$ cat src/hdl/bar_pkg.sv
package bar_pkg;

    localparam int LEN_W           = 13;
    localparam int MAX_LINE        = 4096;
    localparam int POS_W           = 12;
    localparam int PIX_W           = 16;
    localparam int RESULT_LIMIT    = 64;
    localparam int RES_CNT_W       = 7;
    localparam int WINDOW_TAPS_DEF = 64;

    // serial divider geometry
    localparam int DIV_NW = 48;
    localparam int DIV_DW = 30;
    localparam int DIV_QW = 29;
    localparam int REM_W  = 31;
    localparam int Q_WIDE = 29;
    localparam int Q_TAP  = 19;
    localparam int Q_NORM = 16;

    localparam int FS_W  = 29;
    localparam int U_W   = 19;
    localparam int WT_W  = 16;
    localparam int IDX_W = 16;

    localparam int CFG_IDX_W = 2;
    localparam logic [CFG_IDX_W-1:0] REG_IN_LENGTH  = 2'd0;
    localparam logic [CFG_IDX_W-1:0] REG_OUT_LENGTH = 2'd1;
    localparam logic [CFG_IDX_W-1:0] REG_LINE_COUNT = 2'd2;

    typedef enum logic [1:0] {
        DIV_WIDE,
        DIV_TAP,
        DIV_NORM
    } div_mode_t;

    typedef struct packed {
        logic signed [PIX_W-1:0] red_in;
        logic signed [PIX_W-1:0] green_in;
        logic signed [PIX_W-1:0] blue_in;
    } pixel_t;

    typedef struct packed {
        logic signed [PIX_W-1:0] red_out;
        logic signed [PIX_W-1:0] green_out;
        logic signed [PIX_W-1:0] blue_out;
        logic [POS_W-1:0]        out_position;
        logic                    line_end;
        logic                    frame_end;
    } result_t;

    typedef enum logic [4:0] {
        ST_IDLE,
        ST_FS_START,
        ST_FS_WAIT,
        ST_CHECK,
        ST_CEN_WAIT,
        ST_BOUNDS,
        ST_TAP,
        ST_TAP_WAIT,
        ST_K1,
        ST_K2,
        ST_K3,
        ST_K4,
        ST_ACC,
        ST_NORM,
        ST_NORM_WAIT,
        ST_EMIT,
        ST_FINISH
    } state_t;

    typedef struct packed {
        logic take;
        logic div_fs;
        logic ld_fs;
        logic div_cen;
        logic ld_cen;
        logic skip;
        logic open_out;
        logic div_tap;
        logic ld_u;
        logic acc;
        logic div_norm;
        logic ld_chan;
        logic emit;
        logic wrap_up;
    } cmd_t;

    typedef struct packed {
        logic reduce;
        logic div_done;
        logic out_done;
        logic hi_late;
        logic limit;
        logic taps_left;
        logic last_chan;
        logic pend_valid;
        logic out_free;
    } stat_t;

endpackage

$ cat src/hdl/bar_ctrl.sv
module bar_ctrl (
    input  logic           clk,
    input  logic           rst_n,
    input  logic           in_valid,
    output logic           in_ready,
    input  bar_pkg::stat_t stat,
    output bar_pkg::cmd_t  cmd
);

    bar_pkg::state_t state_reg, state_next;

    always_ff @(posedge clk or negedge rst_n)
    begin
        if (!rst_n)
            state_reg <= bar_pkg::ST_IDLE;
        else
            state_reg <= state_next;
    end

    always_comb
    begin
        cmd        = '0;
        in_ready   = 1'b0;
        state_next = state_reg;
        case (state_reg)
            bar_pkg::ST_IDLE:
            begin
                in_ready = 1'b1;
                if (in_valid)
                begin
                    cmd.take   = 1'b1;
                    state_next = bar_pkg::ST_FS_START;
                end
            end
            bar_pkg::ST_FS_START:
            begin
                if (stat.reduce)
                begin
                    cmd.div_fs = 1'b1;
                    state_next = bar_pkg::ST_FS_WAIT;
                end
                else
                    state_next = bar_pkg::ST_CHECK;
            end
            bar_pkg::ST_FS_WAIT:
            begin
                if (stat.div_done)
                begin
                    cmd.ld_fs  = 1'b1;
                    state_next = bar_pkg::ST_CHECK;
                end
            end
            bar_pkg::ST_CHECK:
            begin
                if (stat.out_done)
                    state_next = bar_pkg::ST_FINISH;
                else
                begin
                    cmd.div_cen = 1'b1;
                    state_next  = bar_pkg::ST_CEN_WAIT;
                end
            end
            bar_pkg::ST_CEN_WAIT:
            begin
                if (stat.div_done)
                begin
                    cmd.ld_cen = 1'b1;
                    state_next = bar_pkg::ST_BOUNDS;
                end
            end
            bar_pkg::ST_BOUNDS:
            begin
                if (stat.hi_late)
                    state_next = bar_pkg::ST_FINISH;
                else if (stat.limit)
                begin
                    // past the result limit: advance without producing
                    cmd.skip   = 1'b1;
                    state_next = bar_pkg::ST_CHECK;
                end
                else
                begin
                    cmd.open_out = 1'b1;
                    state_next   = bar_pkg::ST_TAP;
                end
            end
            bar_pkg::ST_TAP:
            begin
                if (stat.taps_left)
                begin
                    cmd.div_tap = 1'b1;
                    state_next  = bar_pkg::ST_TAP_WAIT;
                end
                else
                    state_next = bar_pkg::ST_NORM;
            end
            bar_pkg::ST_TAP_WAIT:
            begin
                if (stat.div_done)
                begin
                    cmd.ld_u   = 1'b1;
                    state_next = bar_pkg::ST_K1;
                end
            end
            bar_pkg::ST_K1: state_next = bar_pkg::ST_K2;
            bar_pkg::ST_K2: state_next = bar_pkg::ST_K3;
            bar_pkg::ST_K3: state_next = bar_pkg::ST_K4;
            bar_pkg::ST_K4: state_next = bar_pkg::ST_ACC;
            bar_pkg::ST_ACC:
            begin
                cmd.acc    = 1'b1;
                state_next = bar_pkg::ST_TAP;
            end
            bar_pkg::ST_NORM:
            begin
                cmd.div_norm = 1'b1;
                state_next   = bar_pkg::ST_NORM_WAIT;
            end
            bar_pkg::ST_NORM_WAIT:
            begin
                if (stat.div_done)
                begin
                    cmd.ld_chan = 1'b1;
                    state_next  = stat.last_chan ? bar_pkg::ST_EMIT : bar_pkg::ST_NORM;
                end
            end
            bar_pkg::ST_EMIT:
            begin
                // hold until the previous result can move to the output beat
                if (!stat.pend_valid || stat.out_free)
                begin
                    cmd.emit   = 1'b1;
                    state_next = bar_pkg::ST_CHECK;
                end
            end
            bar_pkg::ST_FINISH:
            begin
                if (!stat.pend_valid || stat.out_free)
                begin
                    cmd.wrap_up = 1'b1;
                    state_next  = bar_pkg::ST_IDLE;
                end
            end
            default: state_next = bar_pkg::ST_IDLE;
        endcase
    end

endmodule
$ cat config.mk
export PLATFORM = sky130hd
export DESIGN_NAME = bar_ctrl
export DESIGN_NICKNAME = d
export VERILOG_FILES = /design/src/hdl/bar_pkg.sv /design/src/hdl/bar_ctrl.sv
export SDC_FILE = /design/constraint.sdc
export NUM_CORES = 1
export LEC_CHECK = 0
export CORE_AREA = 3 3 40 42
export CTS_CLUSTER_SIZE = 8
export DETAILED_ROUTE_END_ITERATION = 6
export DIE_AREA = 0 0 43 45
export DONT_BUFFER_PORTS = 1
export PLACE_DENSITY = 0.68
export SYNTH_ARGS = -nofsm -noshare
export SYNTH_HDL_FRONTEND = slang
export SYNTH_SLANG_ARGS = --single-unit
$ cat constraint.sdc
create_clock -name clk -period 2 [get_ports clk]
set_clock_uncertainty 0.1 [all_clocks]
set_input_delay 0.1 -clock clk [delete_from_list [all_inputs] [get_ports clk]]
set_output_delay 0.1 -clock clk [all_outputs]
set_load 0.01 [all_outputs]
Word level (Yosys, flattened, before mapping)
Cells that the tools add are included.
W data, S select, Z words.
{ "classes": {"n_reduce_logical": 4, "n_eq_ne": 23, "muxes": 37} }
{ "ops": {"columns": ["operator", "n"], "rows": [
  ["$pmux W5 S17", 1],
  ["$mux W5", 9],
  ["$eq A5 B4 Y1 const B", 8],
  ["$mux W1", 22],
  ["$eq A5 B3 Y1 const B", 4],
  ["$ne A2 B2 Y1 const B", 7],
  ["$eq A5 B2 Y1 const B", 2],
  ["$reduce_and A7 Y1", 1],
  ["$mux W2", 3],
  ["$eq A5 B1 Y1 const B", 1],
  ["$eq A5 B5 Y1 const B", 1],
  ["$logic_not A5 Y1", 1],
  ["$mux W4", 1],
  ["$mux W3", 1],
  ["$logic_not A1 Y1", 1],
  ["$logic_or A1 B1 Y1", 1]
]} }
{ "word_totals": {"output_inout_bits": 15, "ff_bits": 5, "inputBits": 12} }

Depth between registers and ports, before layout
{ "logic_depth": {"ltp_word": 4, "depth_mapped": 7} }

Least setup slack after synthesis
Ideal clock, no wire load.
{ "synth_path": {"kind": "reg2out", "from": "register state_reg[1]", "to": "output cmd[13] (netlist bit)", "stages_incl_launch_ff": 6, "setup_slack_ns": 0.346, "n_path_buf": 2, "arrival_ns": 1.454, "path_cell_list": "dfrtp_1 > buf_6 > or3_1 > buf_6 > nor3_1 > and2_1"} }
{ "synth_lines": {"columns": ["item", "line_no", "rtl"], "rows": [
  ["start: declaration", "bar_ctrl.sv:10", "bar_pkg::state_t state_reg, state_next;"],
  ["start signal: assignment", "bar_ctrl.sv:15", "state_reg <= bar_pkg::ST_IDLE;"],
  ["start signal: assignment", "bar_ctrl.sv:17", "state_reg <= state_next;"],
  ["end: declaration", "bar_ctrl.sv:7", "output bar_pkg::cmd_t cmd"]
]} }

==> flow_metrics.tcl <==
set metrics [dict create \
    status "finished, final reports clean" \
    first_pass_iters 4 \
    clockBufferDepth 2 \
    synthAdderAreaFrac 0 \
    pin_count 27 \
    globalRouteOverflowTotal 0 \
    antennaDiodeCount 0 \
    maxSlewHeadroom 0.622 \
    rsz0062_at_grt "no" \
    ys_ff_latch 5 \
    synth_area_um2 633 \
    die_y_um 45 \
    synth_top_area_share 0.198 \
    power.internal_w 0.000515 \
    yosysWarnings 0 \
    syn-mean-instance-area_um2 7.36 \
    cp-start-kind "flop" \
    power_frac_seq 0.241 \
    synth_nets 98 \
    synth-compound-area-share 0.219 \
    p_leak_nw 0.260 \
    synth-edff-count 0 \
    max-cap-violations 0 \
    switching_power_w 0.000520 \
    synthMuxAreaShare 0.0336 \
    pwr-share-comb 0.646 \
    design.die.area_mm2 0.00194 \
    dp_hpwl_um 1190 \
    crit_required_ns 1.80 \
    setup_viol 0 \
    pre_cts_slack_ns 0.274 \
    worstSetupEndpointType "output port" \
    synthMostInstantiatedCell "nor3_1" \
    synth_top_family_by_area "simple AND/OR/NAND/NOR gates" \
    drive_gt1_frac 0.202 \
    worst_slack_ns 0.157 \
    hold-worst-slack_ns 0.00833 \
    drtIter0Drc 18 \
    clkPwrFrac 0.113 \
    vias_per_cell 6.47 \
    grt_pass1_vias 581 \
    place_congestion 0.892 \
    clk_pin_slew_ns 0.04 \
    min_period_ns 1.84 \
    synth_xor_area_frac 0.0138 \
    synth_simple_gate_area_frac 0.417 \
    io_buffers 0 \
    synth.area.top_cells "dfrtp_1 (20%), nor3_1 (7.9%), buf_2 (4.7%)" \
    area_growth_pct 8.89 \
    rows 13 \
    worst-path-max-fanout 14 \
    setup_tns_ns 0 \
    synth_top_cell_by_area "dfrtp_1" \
    syn_inst 86 \
    finalHoldViolations 0 \
    start_util 0.493 \
    synth_ff_type "dfrtp_1" \
    cts_root_buf "clkbuf_4" \
    max_freq_mhz 543 \
    cts_buffers 3 \
    drv_slew 0 \
    ys_types 37 \
    yosysSeqAreaShare 0.198 \
    cp.arrival_ns 1.64 \
    cts.sinks 5 \
    post-route-period-util 0.922 \
    clock_latency_ns 0.24 \
    synth-async-reset-ratio 1.00 \
    tritoncts "done" \
    wirelength_um 1530 \
    grt_pass1_wl_um 2590 \
    vdd_drop_max_uv 651 \
    critical_path_class "flop to output port" \
    vias 673 \
    grt_max_degree 18 \
    final_nets 102 \
    drcViolationCount 0 \
    switching_share 0.502 \
    tightest_slew_ns 0.562 \
    min_path_type "input port to flop" \
    synthTopCellsByCount "nor3_1 (10), nand2_1 (7), buf_2 (6), o21ai_0 (6)" \
    grt.total_usage 0.175 \
    antenna_found_initial 0 \
    coreArea_mm2 0.00128 \
    wl_per_cell_um 14.7 \
    antenna_left 0 \
    htreeDepth 1 \
    largest_register_ffs 5 \
    die_w_um 43 \
    powerDensity_mw_per_mm2 1500 \
]
[repair_timing]
action	4_1_cts	5_1_grt
hold buffers	1	0
endpoints found under the setup margin	0	1
resized for setup	0	1
setup buffers	0	0
hold endpoints to repair	5	0
[per-stage QoR]
stage | std cells | util | area, µm² | power [W]
6_report | 104 | 0.537 | 689 | 0.00103
3_5_place_dp | 99 | 0.504 | 648 | 0.000898
2_1_floorplan | 86 | - | 633 | 0.000797
5_1_grt | 104 | 0.537 | 689 | 0.00114
3_3_place_gp | 99 | 0.504 | 648 | 0.000896
4_1_cts | 104 | 0.533 | 684 | 0.00102
[cells in the final DEF (no fill, tap or decap), types with 2 or more instances in the layout]
cell / synthesis / layout
a21oi_1: 3 / 3
buf_4: 1 / 8
clkbuf_4: 0 / 3
dfrtp_1: 5 / 5
inv_1: 3 / 3
nand2_1: 7 / 7
nand2b_1: 2 / 2
nand3_1: 5 / 5
nand3b_1: 3 / 3
nor2_1: 4 / 4
nor2b_1: 2 / 2
nor3_1: 10 / 10
nor4_1: 4 / 4
o21ai_0: 6 / 6
[area by class of cell]
type                            count  area (µm²)
Tap cell                           15        18.8
Clock buffer                        4        26.3
Sequential cell                     5         125
Fill cell                         126         596
Multi-Input combinational cell     68         438
Inverter                            3        11.3
Timing Repair Buffer                9        70.1
[per-layer routing]
metal,GRT usage,part of all wire,vias to the layer above
met5,0,0,-
met4,0.0964,0.018,0
met3,0.0319,0.060,2
met2,0.275,0.48,24
met1,0.227,0.44,317
li1,-,-,330
[path summary, 6_finish.rpt]
kind	from	endpoint	slack (ns)	cells past startpoint
worst min-delay path	stat[0]	state_reg[4]$_DFFE_PN0P_	0.008	3
max in group asynchronous	rst_n	state_reg[0]$_DFFE_PN0P_	1.58	1
worst min register to register	state_reg[3]$_DFFE_PN0P_	state_reg[4]$_DFFE_PN0P_	0.50	1
min in group asynchronous	rst_n	state_reg[4]$_DFFE_PN0P_	0.04	1
worst max-delay path	state_reg[0]$_DFFE_PN0P_	cmd[10]	0.16	4
worst max register to register	state_reg[3]$_DFFE_PN0P_	state_reg[3]$_DFFE_PN0P_	0.26	5
[power by group through the flow]
stage	sequential [W]	clock [W]	combinational [W]
finish	0.000250	0.000117	0.000669
global route	0.000263	0.000134	0.000745
CTS	0.000244	0.000121	0.000657
detailed placement	0.000245	0	0.000653
global placement	0.000246	0	0.000651
floorplan	0.000172	0	0.000625
[logic make-up after synthesis]
| family | after synthesis |
|---|---|
| buffers and inverters | 13 |
| multiplexers | 2 |
| AO/OA/AOI/OAI | 20 |
| flip-flops | 5 |
| XOR/XNOR | 1 |
| AND/OR/NAND/NOR | 45 |
[critical path, cell delays in order, from the launching register on]
cell and delay (ns):
dfrtp_1 0.58, buf_4 0.22, nand2_1 0.06, or3_1 0.33
nor2_1 0.20
Note: power is estimated with default switching activity, not from simulation.
